`src/hdl/serial_command_telemetry_unit_core_defines.svh`:
```
// assertion macros for the serial command and telemetry unit
// used by the top level only, no other dependencies
`ifndef SERIAL_COMMAND_TELEMETRY_UNIT_CORE_DEFINES_SVH
`define SERIAL_COMMAND_TELEMETRY_UNIT_CORE_DEFINES_SVH

// same-cycle implication, disabled during reset
`define SCU_ASSERT_IMP(label, clk, rst_n, ante, cons) \
    label: assert property (@(posedge clk) disable iff (!rst_n) (ante) |-> (cons)) \
        else $error("scu assertion failed");

// next-cycle implication, disabled during reset
`define SCU_ASSERT_NEXT(label, clk, rst_n, ante, cons) \
    label: assert property (@(posedge clk) disable iff (!rst_n) (ante) |=> (cons)) \
        else $error("scu assertion failed");

`endif

```
`src/hdl/scu_pkg.sv`:
```
// types, codes and constants of the serial command and telemetry unit
// no dependencies; imported by every module of the unit but scu_queue
package scu_pkg;

    localparam int NUM_DATA_BYTES_DEF = 6;
    localparam int TIME_BITS_DEF      = 32;
    localparam int JOB_QUEUE_DEPTH    = 4;

    // configuration register indexes
    localparam logic [1:0] CFG_SYNC_VALUE = 2'd0;
    localparam logic [1:0] CFG_SLOW_PERIOD = 2'd1;
    localparam logic [1:0] CFG_FAST_PERIOD = 2'd2;

    localparam logic [7:0]  SYNC_VALUE_RST  = 8'h5A;
    localparam logic [15:0] SLOW_PERIOD_RST = 16'd1000;
    localparam logic [15:0] FAST_PERIOD_RST = 16'd20;

    // receive phases
    localparam logic [1:0] PH_SYNC = 2'd0;
    localparam logic [1:0] PH_CMD  = 2'd1;
    localparam logic [1:0] PH_LED  = 2'd2;

    // telemetry modes
    localparam logic [1:0] TM_IDLE = 2'd0;
    localparam logic [1:0] TM_TEMP = 2'd1;
    localparam logic [1:0] TM_FAST = 2'd2;

    // command bytes
    localparam logic [7:0] CMD_LED  = 8'h00;
    localparam logic [7:0] CMD_TEMP = 8'h10;
    localparam logic [7:0] CMD_FAST = 8'h11;
    localparam logic [7:0] LED_OFF  = 8'h00;
    localparam logic [7:0] LED_ON   = 8'h01;

    localparam logic [7:0] CHAR_CR = 8'd13;
    localparam logic [7:0] CHAR_LF = 8'd10;

    // first data byte of each telemetry pair
    localparam int TEMP_FIRST = 1;
    localparam int FAST_FIRST = 3;

    // input op codes
    localparam logic OP_SERVICE = 1'b0;
    localparam logic OP_WRITE   = 1'b1;

    // result kinds
    localparam logic KIND_TX  = 1'b0;
    localparam logic KIND_LED = 1'b1;

    typedef struct packed {
        logic       op;
        logic       byte_valid;
        logic [7:0] rx_byte;
        logic       ms_passed;
        logic [2:0] reg_index;
        logic [7:0] reg_value;
    } t_in_item;

    typedef struct packed {
        logic       kind;
        logic [7:0] tx_byte;
        logic       led_on;
        logic       last;
    } t_out_item;

    // work handed from the front to the back
    typedef struct packed {
        logic       led_valid;
        logic       led_on;
        logic       tel_valid;
        logic [7:0] byte0;
        logic [7:0] byte1;
    } t_job;

endpackage

```
`src/hdl/serial_command_telemetry_unit_core.sv`:
```
// channel   direction  handshake                 payload
// input     in         push / full               i_in (t_in_item)
// result    out        empty / pop               o_out (t_out_item)
// config    in         i_cfg_valid / o_cfg_ready i_cfg_index, i_cfg_data
//
// the front takes one word per cycle while the job queue is not full;
// a call with results queues one job; the back sends one result per
// cycle while its output register is free; a telemetry call gives
// four results, five with an led change
// reset is synchronous; full only rises when the job queue is full
// uses scu_pkg, scu_front, scu_queue, scu_back and the assertion macros
`include "serial_command_telemetry_unit_core_defines.svh"

module serial_command_telemetry_unit_core
    import scu_pkg::*;
#(
    parameter int NUM_DATA_BYTES = NUM_DATA_BYTES_DEF,
    parameter int TIME_BITS      = TIME_BITS_DEF,
    parameter int QUEUE_DEPTH    = JOB_QUEUE_DEPTH
) (
    input  logic        i_clk,
    input  logic        i_rst_n,
    input  logic        push,
    output logic        full,
    input  t_in_item    i_in,
    output logic        empty,
    input  logic        pop,
    output t_out_item   o_out,
    input  logic        i_cfg_valid,
    output logic        o_cfg_ready,
    input  logic [1:0]  i_cfg_index,
    input  logic [15:0] i_cfg_data
);

    logic q_push, q_pop, q_full, q_empty;
    t_job front_job, back_job;

    assign full        = q_full;
    assign o_cfg_ready = 1'b1;

    scu_front #(
        .NUM_DATA_BYTES (NUM_DATA_BYTES),
        .TIME_BITS      (TIME_BITS)
    ) u_front (
        .i_clk       (i_clk),
        .i_rst_n     (i_rst_n),
        .i_cfg_valid (i_cfg_valid),
        .i_cfg_index (i_cfg_index),
        .i_cfg_data  (i_cfg_data),
        .i_push      (push),
        .i_item      (i_in),
        .i_q_full    (q_full),
        .o_q_push    (q_push),
        .o_job       (front_job)
    );

    scu_queue #(
        .WIDTH (($bits(t_job))),
        .DEPTH (QUEUE_DEPTH)
    ) u_queue (
        .i_clk   (i_clk),
        .i_rst_n (i_rst_n),
        .i_push  (q_push),
        .i_data  (front_job),
        .i_pop   (q_pop),
        .o_data  (back_job),
        .o_full  (q_full),
        .o_empty (q_empty)
    );

    scu_back u_back (
        .i_clk     (i_clk),
        .i_rst_n   (i_rst_n),
        .i_q_empty (q_empty),
        .i_job     (back_job),
        .o_q_pop   (q_pop),
        .i_pop     (pop),
        .o_empty   (empty),
        .o_item    (o_out)
    );

    // a queued job always produces at least one word
    `SCU_ASSERT_IMP(a_job_not_blank, i_clk, i_rst_n, q_push, (front_job.led_valid || front_job.tel_valid))
    // the front never writes into a full queue
    `SCU_ASSERT_IMP(a_no_push_full, i_clk, i_rst_n, q_push, !q_full)
    // the back only takes a job that is there
    `SCU_ASSERT_IMP(a_no_pop_empty, i_clk, i_rst_n, q_pop, !q_empty)
    // a job written and not drained is waiting next cycle
    `SCU_ASSERT_NEXT(a_job_held, i_clk, i_rst_n, (q_push && !q_pop), !q_empty)

endmodule

```
`src/hdl/scu_queue.sv`:
```
// small register queue between front and back
// depends on nothing but its parameters
module scu_queue #(
    parameter int WIDTH = 8,
    parameter int DEPTH = 4
) (
    input  logic             i_clk,
    input  logic             i_rst_n,
    input  logic             i_push,
    input  logic [WIDTH-1:0] i_data,
    input  logic             i_pop,
    output logic [WIDTH-1:0] o_data,
    output logic             o_full,
    output logic             o_empty
);

    localparam int PTR_W = (DEPTH > 1) ? $clog2(DEPTH) : 1;
    localparam int CNT_W = $clog2(DEPTH + 1);

    logic [WIDTH-1:0] r_mem [DEPTH];
    logic [PTR_W-1:0] r_wr_ptr, n_wr_ptr;
    logic [PTR_W-1:0] r_rd_ptr, n_rd_ptr;
    logic [CNT_W-1:0] r_count, n_count;
    logic             do_push, do_pop;

    assign o_full  = (r_count == CNT_W'(DEPTH));
    assign o_empty = (r_count == '0);
    assign o_data  = r_mem[r_rd_ptr];
    assign do_push = i_push && !o_full;
    assign do_pop  = i_pop && !o_empty;

    always_comb begin
        n_wr_ptr = r_wr_ptr;
        n_rd_ptr = r_rd_ptr;
        n_count  = r_count;
        if (do_push) begin
            n_wr_ptr = (r_wr_ptr == PTR_W'(DEPTH - 1)) ? '0 : r_wr_ptr + 1'b1;
        end
        if (do_pop) begin
            n_rd_ptr = (r_rd_ptr == PTR_W'(DEPTH - 1)) ? '0 : r_rd_ptr + 1'b1;
        end
        if (do_push && !do_pop) begin
            n_count = r_count + 1'b1;
        end else if (do_pop && !do_push) begin
            n_count = r_count - 1'b1;
        end
    end

    always_ff @(posedge i_clk) begin
        if (!i_rst_n) begin
            r_wr_ptr <= '0;
            r_rd_ptr <= '0;
            r_count  <= '0;
        end else begin
            r_wr_ptr <= n_wr_ptr;
            r_rd_ptr <= n_rd_ptr;
            r_count  <= n_count;
        end
    end

    always_ff @(posedge i_clk) begin
        if (do_push) begin
            r_mem[r_wr_ptr] <= i_data;
        end
    end

endmodule

```
`src/hdl/scu_front.sv`:
```
// front end: takes words, runs the receive machine, time and deadline,
// holds config and data bytes, hands jobs to the queue; uses scu_pkg
module scu_front
    import scu_pkg::*;
#(
    parameter int NUM_DATA_BYTES = NUM_DATA_BYTES_DEF,
    parameter int TIME_BITS      = TIME_BITS_DEF
) (
    input  logic        i_clk,
    input  logic        i_rst_n,
    input  logic        i_cfg_valid,
    input  logic [1:0]  i_cfg_index,
    input  logic [15:0] i_cfg_data,
    input  logic        i_push,
    input  t_in_item    i_item,
    input  logic        i_q_full,
    output logic        o_q_push,
    output t_job        o_job
);

    logic [7:0]           r_sync_value;
    logic [15:0]          r_slow_period;
    logic [15:0]          r_fast_period;
    logic [1:0]           r_phase, n_phase;
    logic [1:0]           r_mode, n_mode;
    logic [TIME_BITS-1:0] r_now, n_now;
    logic [TIME_BITS-1:0] r_deadline, n_deadline;
    logic [7:0]           r_data [NUM_DATA_BYTES];

    logic                 accept, service, tick;
    logic                 passed;
    logic [1:0]           rx_mode;
    logic                 led_valid, led_on, tel_valid, tel_temp;
    logic [15:0]          period;

    assign accept  = i_push && !i_q_full;
    assign service = accept && (i_item.op == OP_SERVICE);
    assign tick    = i_item.ms_passed;
    assign n_now   = r_now + TIME_BITS'(tick);

    // deadline < now after the tick, without waiting on the increment
    assign passed = tick ? ((r_deadline <= r_now) && (r_now != '1))
                         : (r_deadline < r_now);

    always_comb begin
        n_phase   = r_phase;
        rx_mode   = r_mode;
        led_valid = 1'b0;
        led_on    = 1'b0;
        unique case (r_phase)
            PH_SYNC: begin
                if (i_item.byte_valid && i_item.rx_byte == r_sync_value) begin
                    n_phase = PH_CMD;
                end
            end
            PH_CMD: begin
                if (i_item.byte_valid) begin
                    priority case (i_item.rx_byte)
                        CMD_LED: n_phase = PH_LED;
                        CMD_TEMP: begin
                            rx_mode = TM_TEMP;
                            n_phase = PH_SYNC;
                        end
                        CMD_FAST: begin
                            rx_mode = TM_FAST;
                            n_phase = PH_SYNC;
                        end
                        default: ; // unknown command, keep waiting
                    endcase
                end
            end
            PH_LED: begin
                if (i_item.byte_valid) begin
                    if (i_item.rx_byte == LED_OFF || i_item.rx_byte == LED_ON) begin
                        led_valid = 1'b1;
                        led_on    = i_item.rx_byte[0];
                    end
                    n_phase = PH_SYNC;
                end
            end
            default: n_phase = PH_SYNC;
        endcase
    end

    always_comb begin
        n_mode     = rx_mode;
        n_deadline = r_deadline;
        tel_valid  = 1'b0;
        tel_temp   = (rx_mode == TM_TEMP);
        period     = tel_temp ? r_slow_period : r_fast_period;
        if (passed) begin
            if (rx_mode == TM_TEMP || rx_mode == TM_FAST) begin
                tel_valid  = 1'b1;
                n_deadline = r_now + TIME_BITS'(period) + TIME_BITS'(tick);
            end else begin
                n_mode = TM_TEMP;
            end
        end
    end

    assign o_q_push        = service && (led_valid || tel_valid);
    assign o_job.led_valid = led_valid;
    assign o_job.led_on    = led_on;
    assign o_job.tel_valid = tel_valid;
    assign o_job.byte0     = tel_temp ? r_data[TEMP_FIRST] : r_data[FAST_FIRST];
    assign o_job.byte1     = tel_temp ? r_data[TEMP_FIRST + 1] : r_data[FAST_FIRST + 1];

    always_ff @(posedge i_clk) begin
        if (!i_rst_n) begin
            r_sync_value  <= SYNC_VALUE_RST;
            r_slow_period <= SLOW_PERIOD_RST;
            r_fast_period <= FAST_PERIOD_RST;
        end else if (i_cfg_valid) begin
            unique case (i_cfg_index)
                CFG_SYNC_VALUE:  r_sync_value  <= i_cfg_data[7:0];
                CFG_SLOW_PERIOD: r_slow_period <= i_cfg_data;
                CFG_FAST_PERIOD: r_fast_period <= i_cfg_data;
                default: ; // no register there
            endcase
        end
    end

    always_ff @(posedge i_clk) begin
        if (!i_rst_n) begin
            r_phase    <= PH_SYNC;
            r_mode     <= TM_IDLE;
            r_now      <= '0;
            r_deadline <= '0;
        end else if (service) begin
            r_phase    <= n_phase;
            r_mode     <= n_mode;
            r_now      <= n_now;
            r_deadline <= n_deadline;
        end
    end

    always_ff @(posedge i_clk) begin
        if (!i_rst_n) begin
            for (int i = 0; i < NUM_DATA_BYTES; i++) begin
                r_data[i] <= '0;
            end
        end else if (accept && i_item.op == OP_WRITE) begin
            for (int i = 0; i < NUM_DATA_BYTES; i++) begin
                if (int'(i_item.reg_index) == i) begin
                    r_data[i] <= i_item.reg_value;
                end
            end
        end
    end

endmodule

```
`src/hdl/scu_back.sv`:
```
// back end: expands a job into led and serial byte words in the output
// register, one per cycle while that register is free; uses scu_pkg
module scu_back
    import scu_pkg::*;
(
    input  logic      i_clk,
    input  logic      i_rst_n,
    input  logic      i_q_empty,
    input  t_job      i_job,
    output logic      o_q_pop,
    input  logic      i_pop,
    output logic      o_empty,
    output t_out_item o_item
);

    localparam logic [2:0] STEP_LED = 3'd0;
    localparam logic [2:0] STEP_B0  = 3'd1;
    localparam logic [2:0] STEP_B1  = 3'd2;
    localparam logic [2:0] STEP_CR  = 3'd3;
    localparam logic [2:0] STEP_LF  = 3'd4;

    logic      r_busy;
    logic [2:0] r_step;
    t_job      r_job;
    t_out_item r_out, n_out;
    logic      r_out_valid;

    logic      out_free, advance, is_last, load;
    logic [2:0] last_step;

    assign out_free  = !r_out_valid || i_pop;
    assign advance   = r_busy && out_free;
    assign last_step = r_job.tel_valid ? STEP_LF : STEP_LED;
    assign is_last   = (r_step == last_step);
    assign load      = !i_q_empty && (!r_busy || (advance && is_last));
    assign o_q_pop   = load;
    assign o_empty   = !r_out_valid;
    assign o_item    = r_out;

    always_comb begin
        n_out.kind    = KIND_TX;
        n_out.tx_byte = '0;
        n_out.led_on  = 1'b0;
        n_out.last    = is_last;
        unique case (r_step)
            STEP_LED: begin
                n_out.kind   = KIND_LED;
                n_out.led_on = r_job.led_on;
            end
            STEP_B0: n_out.tx_byte = r_job.byte0;
            STEP_B1: n_out.tx_byte = r_job.byte1;
            STEP_CR: n_out.tx_byte = CHAR_CR;
            STEP_LF: n_out.tx_byte = CHAR_LF;
            default: n_out.tx_byte = '0;
        endcase
    end

    always_ff @(posedge i_clk) begin
        if (!i_rst_n) begin
            r_busy      <= 1'b0;
            r_step      <= STEP_LED;
            r_out_valid <= 1'b0;
        end else begin
            if (load) begin
                r_busy <= 1'b1;
                r_step <= i_job.led_valid ? STEP_LED : STEP_B0;
            end else if (advance && is_last) begin
                r_busy <= 1'b0;
            end else if (advance) begin
                r_step <= r_step + 1'b1;
            end
            if (advance) begin
                r_out_valid <= 1'b1;
            end else if (i_pop) begin
                r_out_valid <= 1'b0;
            end
        end
    end

    always_ff @(posedge i_clk) begin
        if (load) begin
            r_job <= i_job;
        end
        if (advance) begin
            r_out <= n_out;
        end
    end

endmodule
```
`config.mk`:
```
export PLATFORM = sky130hd
export DESIGN_NAME = serial_command_telemetry_unit_core
export DESIGN_NICKNAME = d
export VERILOG_FILES = /design/src/hdl/scu_pkg.sv /design/src/hdl/serial_command_telemetry_unit_core.sv /design/src/hdl/scu_queue.sv /design/src/hdl/scu_front.sv /design/src/hdl/scu_back.sv
export VERILOG_INCLUDE_DIRS = /design/src /design/src/hdl
export SDC_FILE = /design/constraint.sdc
export NUM_CORES = 1
export LEC_CHECK = 0
export ABC_CLOCK_PERIOD_IN_PS = 7300
export BUFFER_PORTS_ARGS = -buffer_cell sky130_fd_sc_hd__buf_2
export CORE_AREA = 2 2 207 209
export DETAILED_ROUTE_END_ITERATION = 12
export DIE_AREA = 0 0 209 211
export PLACE_DENSITY_LB_ADDON = 0.25
export REMOVE_ABC_BUFFERS = 1
export SLEW_MARGIN = 20
export SYNTH_ARGS = -nofsm -noshare
export SYNTH_HDL_FRONTEND = slang
export SYNTH_SLANG_ARGS = --single-unit
```
`constraint.sdc`:
```
create_clock -name i_clk -period 7.3 [get_ports i_clk]
set_input_delay 1.095 -clock i_clk [delete_from_list [all_inputs] [get_ports i_clk]]
set_output_delay 1.095 -clock i_clk [all_outputs]
set_load 0.05 [all_outputs]
```
==> metrics.md, run 1 <==
| Metric | Value |
|---|---|
| TritonCTS Buffers | 29 |
| Critical-path maximum fanout | 17 |
| Vias in the first global route | roughly 8200 |
| Sequential share of power | 42.7% |
| DP Wirelength | slightly above 20000 microns |
| Total of max-cap violations | 0 |
| Die Width | about 210 microns |
| Starting density of the core | 29.8% |
| GP Congestion | 0.833 |
| Yosys cell types | between 70 and 80 |
| R2R Path Start | u_front.r_phase[0]$_SDFFE_PN0P_ |
| TNS Setup | 0 ns |
| Worst setup path category | in2reg |
| Mean Syn Cell Area | approximately 11 sq um |
| Run status | completed |
| Post-CTS resize count | 0 |
| VDD IR max | 177 uV |
| Async SR Flop Fraction | 0% |
| Post-synthesis adder-cell area fraction | 6.81% |
| Largest net degree at the start of global routing | 90 |
| Critical Path End Type | flip-flop |
| PD cells | 298 nW/um^2 |
| Clock Latency Late Sink | ~0.56 ns |
| Metal2 WL | 13500 microns |
| Share of layout cells above drive strength 1 | ~15% |
| WL/cell | approximately 16 microns |
| Area Overhead vs Synth | 15.1% |
| Peak Freq | about 170 MHz |
| Min-delay src | u_front.r_slow_period[13]$_SDFFE_PN0P_ |
| Clock Tree Root | clkbuf_16 |
| Slew @ Worst Pin | approximately 1.1 ns |
| Largest family of logic cells by synthesized area | simple AND/OR/NAND/NOR gates |
| Synth Area in Compound Gates | under 10% |
| IO Port Bufs | 57 |
| Synthesized area | around 12000 sq um |
| Final hold vios | 0 |
| Most frequent cells in the layout | 137 x edfxtp_1, 122 x dfxtp_1, 119 x nand2_1 |
| Flops & latches, synth | 259 |
| Reg2reg end | u_front.r_deadline[30]$_SDFFE_PN0P_ |
| First-pass GRT wire length | between 40000 and 50000 microns |
| Clk sinks | roughly 260 |
| CP endpoint | u_front.r_deadline[30]$_SDFFE_PN0P_ |
| Crit path DAT | approximately 6.3 ns |
| Switch Pwr | roughly 1.2 mW |
| GRT overflow | 0 |
| Comb power frac | a little over a fifth |
| DRC Markers | 0 |
| CTS tree | done |
| Clk pwr share | 36.0% |
| Worst Setup Start Kind | primary input |
| Fin util | 34.3% |
| R2r worst-path depth | 17 |
| Hold Path Class | reg2reg |
| Seq/Total Area, Yosys | between 50% and 60% |
| Worst Clk Skew | approximately 0.011 ns |
| RSZ-0062 raised after global routing | false |
| Final nets | 1311 |
| Post-synth EDFFs | 137 |
| XOR/XNOR Fraction of Synth Area | between 3 and 4% |
| Leakage power | just over 5 nW |
| Yosys warns | 0 |
| Req. time, crit path | around 8 ns |
| Longest Clk Path Bufs | 3 |
| Reg clk slew, reported paths | 0.06 ns |
| Floorplan Core Area | about 42000 sq um |
| Main synth FF type | edfxtp_1 |
| Final Setup Violations | 0 |
| Initial antenna violation count | 0 |
| Post-Synth Simple-Gate Area | about 15% |
| Chip Height | ~210 microns |
| Via/cell ratio | between 4 and 5 |
| # diodes | 0 |
| FP Rows | 75 |
| Switching portion of total power | ~29% |
| Proportion of synthesized area in mux cells | under 10% |
| Setup Buffers After CTS | 0 |
| Post-Route WL | 29000 microns |
| Post-synthesis cell count | between 1000 and 1500 |
| Via count | around 8400 |
| P_int | 3.05 mW |
| Detailed Route Iter0 Violations | ~400 |
| I/O pin cnt | 59 |
| Post-route minimum period | ~5.8 ns |
| H-Tree Depth | 1 |
| M1 WL | between 10000 and 15000 microns |
| Slew HR | around 30% |
| CP startpoint | i_in[15] |
| Highest metal used | met4 |
| Detail Route Antenna Nets | 0 |
| Slew Limit Fails | 0 |
| Crit share post-route | 79.6% |
| DR pass1 iterations | 6 |
| Metal3 WL | roughly 960 microns |
| Die area | between 40000 and 50000 sq um |
| R2R Setup Slk | 2.43 ns |
| Most common cell after layout, fill and taps aside | edfxtp_1 |
| Post-CTS Hold Fix Bufs | 0 |
| Gr usage total | a little over an eighth |
through the flow:
step	area (sq um)	std cells	setup slack (ns)	total power, mW	hold WS (ns)
after floorplan	12200	1097	0.654	2.51	0.433
after global placement	13300	1708	1.08	2.78	0.443
after detailed placement	13300	1708	0.895	2.78	0.443
after CTS	14300	1762	1.50	4.34	0.451
after global routing	14300	1762	1.08	4.50	0.475
final	14300	1762	1.49	4.28	0.451
sequential cells by signal, indices dropped and copies added, names as in the netlist, named ones only:
register	count
u_queue.r_mem	76
u_front.r_data	32
u_front.r_deadline	32
u_front.r_now	32
u_back.r_job	18
u_front.r_fast_period	16
u_front.r_slow_period	16
u_back.o_item	11
u_front.r_sync_value	8
u_back.r_step	3
u_queue.r_count	3
u_front.r_mode	2
u_front.r_phase	2
u_queue.r_rd_ptr	2
u_queue.r_wr_ptr	2
u_back.r_busy	1
u_back.r_out_valid	1
power groups by stage:
stage | combinational, mW | clock (mW) | sequential, mW
after CTS | 0.926 | 1.59 | 1.83
after floorplan | 0.577 | 0 | 1.93
after detailed placement | 0.923 | 0 | 1.86
after global placement | 0.918 | 0 | 1.86
after global routing | 1.01 | 1.64 | 1.85
final | 0.910 | 1.54 | 1.83
critical path: stages:
cell and delay, ns:
buf_2 0.12, or4_1 0.50, nor3_1 0.32, nand4_1 0.22
nand2_1 0.11, o21ai_0 0.18, inv_1 0.11, ha_1 0.67
mux2_2 0.32, fa_1 0.22, inv_1 0.07, fa_1 0.39
nand2b_1 0.21, a21oi_4 0.17, o21ai_2 0.10, a21o_1 0.22
a2111o_1 0.52, or4_1 0.55, a31oi_1 0.17
per-layer routing:
layer / track usage (%) / up-vias
met5: 0 / -
met4: 2.73 / 0
met3: 1.77 / 35
met2: 22.3 / 121
met1: 18.5 / 4033
li1: - / 4220
synth_stat cells, types with 3 or more instances:
master	count	area, sq um
a211oi_1	7	52.6
a21o_1	4	30.0
a21oi_1	73	365
a221oi_1	3	26.3
a22oi_1	6	45.0
a31oi_1	12	75.1
and2_1	37	231
and3_1	5	31.3
and4_1	8	70.1
buf_1	6	22.5
buf_2	8	40.0
buf_4	5	37.5
clkbuf_1	28	105
dfxtp_1	122	2440
edfxtp_1	137	4110
fa_1	3	60.1
ha_1	63	788
inv_1	55	206
mux2_2	34	383
mux2i_1	25	250
mux4_2	19	428
nand2_1	119	447
nand2b_1	11	68.8
nand3_1	26	130
nand3b_1	5	37.5
nand4_1	20	125
nor2_1	96	360
nor2b_1	9	56.3
nor3_1	17	85.1
nor3b_1	3	22.5
nor4_1	6	37.5
o21a_1	5	37.5
o21ai_0	52	260
o21bai_1	3	22.5
o31ai_1	4	30.0
or3_1	10	62.6
or4_1	5	37.5
xnor2_1	42	368
xor2_1	9	78.8
cell families (layout without fill, tap and decap cells):
kind of cell,count (synthesis),count (layout)
other,1,1
AOI/OAI and AO/OA,195,195
xor gates and xnor gates,51,51
DFF,259,259
and+or+nand+nor,391,391
muxes,78,78
buffers and inverters,105,182
adders and majority gates,66,66
worst min-delay path by stage:
stage / end / slack (ns) / depth (start not counted)
after CTS: u_front.r_slow_period[13]$_SDFFE_PN0P_ / 0.45 / 2
after floorplan: u_front.r_slow_period[7]$_SDFFE_PN1P_ / 0.43 / 2
after detailed placement: u_front.r_slow_period[13]$_SDFFE_PN0P_ / 0.44 / 2
final: u_front.r_slow_period[13]$_SDFFE_PN0P_ / 0.45 / 2
after global routing: u_front.r_slow_period[14]$_SDFFE_PN0P_ / 0.47 / 2
after global placement: u_front.r_slow_period[14]$_SDFFE_PN0P_ / 0.44 / 2
cell type report:
type / count / area, sq um
multi-input combinational: 782 / 5490
clock buffer: 39 / 803
clock inverter: 15 / 210
timing repair buffer: 72 / 398
sequential: 259 / 6560
fill: 4168 / 27400
inverter: 56 / 210
tap: 539 / 674
Note: power is estimated with default switching activity, not from simulation.
==> run 2: changes to the inputs <==
Settings changed: ABC_CLOCK_PERIOD_IN_PS 7300 to 5720.
Clock period 7.3 ns to 5.72 ns, I/O delays scaled along.
==> run 2 against run 1 <==
Against the previous run:
- sequential share of layout area is essentially flat
- hold slack gained 0.0057 ns
- non-clock buffer count grew 7
- setup slack lost 0.64 ns
- clock skew grew 0.0035 ns
- critical endpoint is now u_front.r_deadline[25]$_SDFFE_PN0P_
- largest cell class unchanged
==> metrics.md, run 2 (same netlist as run 1, synthesis figures left out) <==
| Metric | Value |
|---|---|
| CTS tree | done (unchanged) |
| R2R Setup Slk | 1.42 ns (was 2.43 ns) |
| Finished Layout Cells | 1770 (was 1762) |
| Fillers | 4161 (was 4168) |
| Critical Path End Type | flip-flop (unchanged) |
| Multi-input gate area | 5490 sq um (unchanged) |
| Initial antenna violation count | 0 (unchanged) |
| GP Congestion | 0.856 (was 0.833) |
| Min-delay src | u_front.r_fast_period[11]$_SDFFE_PN0P_ (was u_front.r_slow_period[13]$_SDFFE_PN0P_) |
| Vias in the first global route | 8351 (was 8174) |
| Slew HR | 34.8% (was 30.0%) |
| Post-CTS Hold Fix Bufs | 0 (unchanged) |
| Worst Setup Start Kind | primary input (unchanged) |
| Reg2reg end | u_front.r_deadline[25]$_SDFFE_PN0P_ (was u_front.r_deadline[30]$_SDFFE_PN0P_) |
| Placed cell count | 1715 (was 1708) |
| Die Width | 209 microns (unchanged) |
| PD cells | 372 nW/um^2 (was 298 nW/um^2) |
| Crit share post-route | a little under nine tenths |
| VDD IR max | 228 uV (was 177 uV) |
| GR peak layer | met2 (unchanged) |
| TritonCTS Buffers | 30 (was 29) |
| Final Setup Violations | 0 (unchanged) |
| Reg clk slew, reported paths | 0.06 ns (about the same) |
| Largest net degree at the start of global routing | 73 (was 90) |
| DP Wirelength | 21000 microns (was 20300 microns) |
| H-Tree Depth | 1 (unchanged) |
| Worst path cell trace | buf_2 -> or4_1 -> nor3_1 -> nand4_1 -> nand2_1 -> o21ai_0 -> inv_1 -> ha_1 -> buf_4 -> mux2_2 -> ha_1 -> and4_2 -> and3_1 -> nand3_1 -> a31oi_1 -> a31oi_1 -> buf_4 -> or4_1 -> a31oi_1 (was buf_2 -> or4_1 -> nor3_1 -> nand4_1 -> nand2_1 -> o21ai_0 -> inv_1 -> ha_1 -> mux2_2 -> fa_1 -> inv_1 -> fa_1 -> nand2b_1 -> a21oi_4 -> o21ai_2 -> a21o_1 -> a2111o_1 -> or4_1 -> a31oi_1) |
| Hold depth | 2 (unchanged) |
| Die area | 44100 sq um (unchanged) |
| Floorplan Core Area | 41800 sq um (unchanged) |
| Largest Register | u_queue.r_mem (unchanged) |
| DR pass1 iterations | 5 (was 6) |
| I/O pin cnt | 59 (unchanged) |
| GRT overflow | 0 (unchanged) |
| Post-route minimum period | roughly 4.9 ns |
| Hold Path Class | reg2reg (unchanged) |
| Worst Clk Skew | 0.0147 ns (was 0.0112 ns) |
| Worst setup path category | in2reg (unchanged) |
| Via count | 8470 (was 8409) |
| Clk sinks | 259 (unchanged) |
| Req. time, crit path | 6.22 ns (was 7.79 ns) |
| Share of layout cells above drive strength 1 | 15.4% (was 15.0%) |
| Post-Route WL | 29300 microns (was 29000 microns) |
| Longest Clk Path Bufs | 3 (unchanged) |
| Most used cell along the critical path | a31oi_1 |
| Met1 Use GR | 19.0% (was 18.5%) |
| WL/cell | 16.6 microns (was 16.5 microns) |
| FP Rows | 75 (unchanged) |
| First-pass GRT wire length | 47300 microns (was 46500 microns) |
| Detail Route Antenna Nets | 0 (unchanged) |
| IO Port Bufs | 57 (unchanged) |
| DRC Markers | 0 (unchanged) |
| Number of flip-flops in the largest register | 76 (unchanged) |
| Critical-path maximum fanout | 15 (was 17) |
| Gr usage total | 13.6% (was 13.3%) |
| Reg area | 6560 sq um (unchanged) |
| Most frequent cells in the layout | 137 x edfxtp_1, 122 x dfxtp_1, 119 x nand2_1 (unchanged) |
| # diodes | 0 (unchanged) |
| Tot Pwr | 5.33 mW (was 4.28 mW) |
| Clock Tree Root | clkbuf_16 (unchanged) |
| Final hold vios | 0 (unchanged) |
| Peak Freq | just over 200 MHz |
| Slew Limit Fails | 0 (unchanged) |
| Most common cell after layout, fill and taps aside | edfxtp_1 (unchanged) |
| Detailed Route Iter0 Violations | 440 (was 392) |
| Final nets | 1319 (was 1311) |
| Post-CTS resize count | 0 (unchanged) |
| Chip Height | 211 microns (unchanged) |
| Total of max-cap violations | 0 (unchanged) |
| Run status | completed (unchanged) |
| Slowest cell on crit path | or4_1 (was ha_1) |
| R2R Path Start | u_front.r_phase[0]$_SDFFE_PN0P_ (unchanged) |
| Via/cell ratio | 4.79 (was 4.77) |
| Met3 Resource Use GR | 1.99% (was 1.77%) |
| R2r worst-path depth | 17 (unchanged) |
| Crit path DAT | 5.38 ns (was 6.30 ns) |
| RSZ-0062 raised after global routing | false (unchanged) |
| Area Overhead vs Synth | 15.0% (was 15.1%) |
| Met2 Use GR | 22.2% (was 22.3%) |
| Slew @ Worst Pin | 0.977 ns (was 1.05 ns) |
| Leakage power | 5.09 nW (about the same) |
| Setup Buffers After CTS | 0 (unchanged) |
| Starting density of the core | 29.8% (unchanged) |
| Max incr delay on CP | 0.50 ns (was 0.67 ns) |
| Clock Latency Late Sink | 0.58 ns (was 0.56 ns) |
| Hold endpoint | u_front.r_fast_period[11]$_SDFFE_PN0P_ (was u_front.r_slow_period[13]$_SDFFE_PN0P_) |
-- run 2: cell count changes in the layout (fill, tap and decap cells not counted) --
cell | previous run | this run
clkinv_16 | 0 | 1
clkbuf_8 | 4 | 0
clkinvlp_4 | 1 | 2
clkbuf_4 | 0 | 1
buf_4 | 15 | 21
clkbuf_1 | 6 | 8
clkbuf_16 | 29 | 30
inv_16 | 1 | 0
clkinv_2 | 2 | 5
bufinv_16 | 5 | 2
buf_12 | 0 | 1
-- run 2: worst max-delay path by stage --
| stage | slack (ns) | end | cells after the start | from |
|---|---|---|---|---|
| after floorplan | -0.69 | u_queue.r_mem[0][0]$_DFFE_PP_ | 10 | i_in[15] |
| after global placement | 0.34 | u_front.r_deadline[30]$_SDFFE_PN0P_ | 18 | i_in[15] |
| after detailed placement | 0.27 | u_front.r_deadline[25]$_SDFFE_PN0P_ | 19 | i_in[15] |
| after CTS | 0.86 | u_front.r_deadline[25]$_SDFFE_PN0P_ | 19 | i_in[15] |
| after global routing | 0.41 | u_front.r_deadline[25]$_SDFFE_PN0P_ | 19 | i_in[15] |
| final | 0.84 | u_front.r_deadline[25]$_SDFFE_PN0P_ | 19 | i_in[15] |
-- run 2: per-stage QoR --
step | TNS (ns) | cell area [sq um] | setup slack, ns | hold WS [ns] | util [%]
2_1_floorplan | -53.39 | 12200 | -0.689 | 0.433 | -
3_3_place_gp | 0 | 13400 | 0.342 | 0.449 | 32.1
3_5_place_dp | 0 | 13400 | 0.273 | 0.448 | 32.1
4_1_cts | 0 | 14300 | 0.864 | 0.457 | 34.3
5_1_grt | 0 | 14300 | 0.407 | 0.477 | 34.3
6_report | 0 | 14300 | 0.842 | 0.457 | 34.3
-- run 2: worst max-delay path, delay by kind of cell --
kind | cells | cell delay [ns]
mux | 1 | 0.37
fa+ha+maj | 2 | 0.74
buf+inv | 4 | 0.63
simple gates | 8 | 2.06
compound gates | 4 | 0.71
-- run 2: per-layer routing --
layer | part of all wire, % | wire (microns)
met1 | 48 | 14100
met5 | 0 | 0
met2 | 47 | 13600
met3 | 3.3 | 964
met4 | 2.0 | 580
-- run 2: area by class of cell --
class | instances | share of cell area (%)
multi-input combinational | 782 | 38.3
inverter | 56 | 1.47
tap | 539 | 4.71
clock buffer | 39 | 5.50
sequential | 259 | 45.7
timing repair buffer | 79 | 3.23
clock inverter | 16 | 1.07
-- run 2: report_power, final --
part / total [mW] / internal (mW) / leakage [nW] / switching (mW)
Sequential: 2.33 / 2.23 / 2.28 / 0.0992
Clock: 1.83 / 1.06 / 0.453 / 0.765
Combinational: 1.18 / 0.463 / 2.36 / 0.714
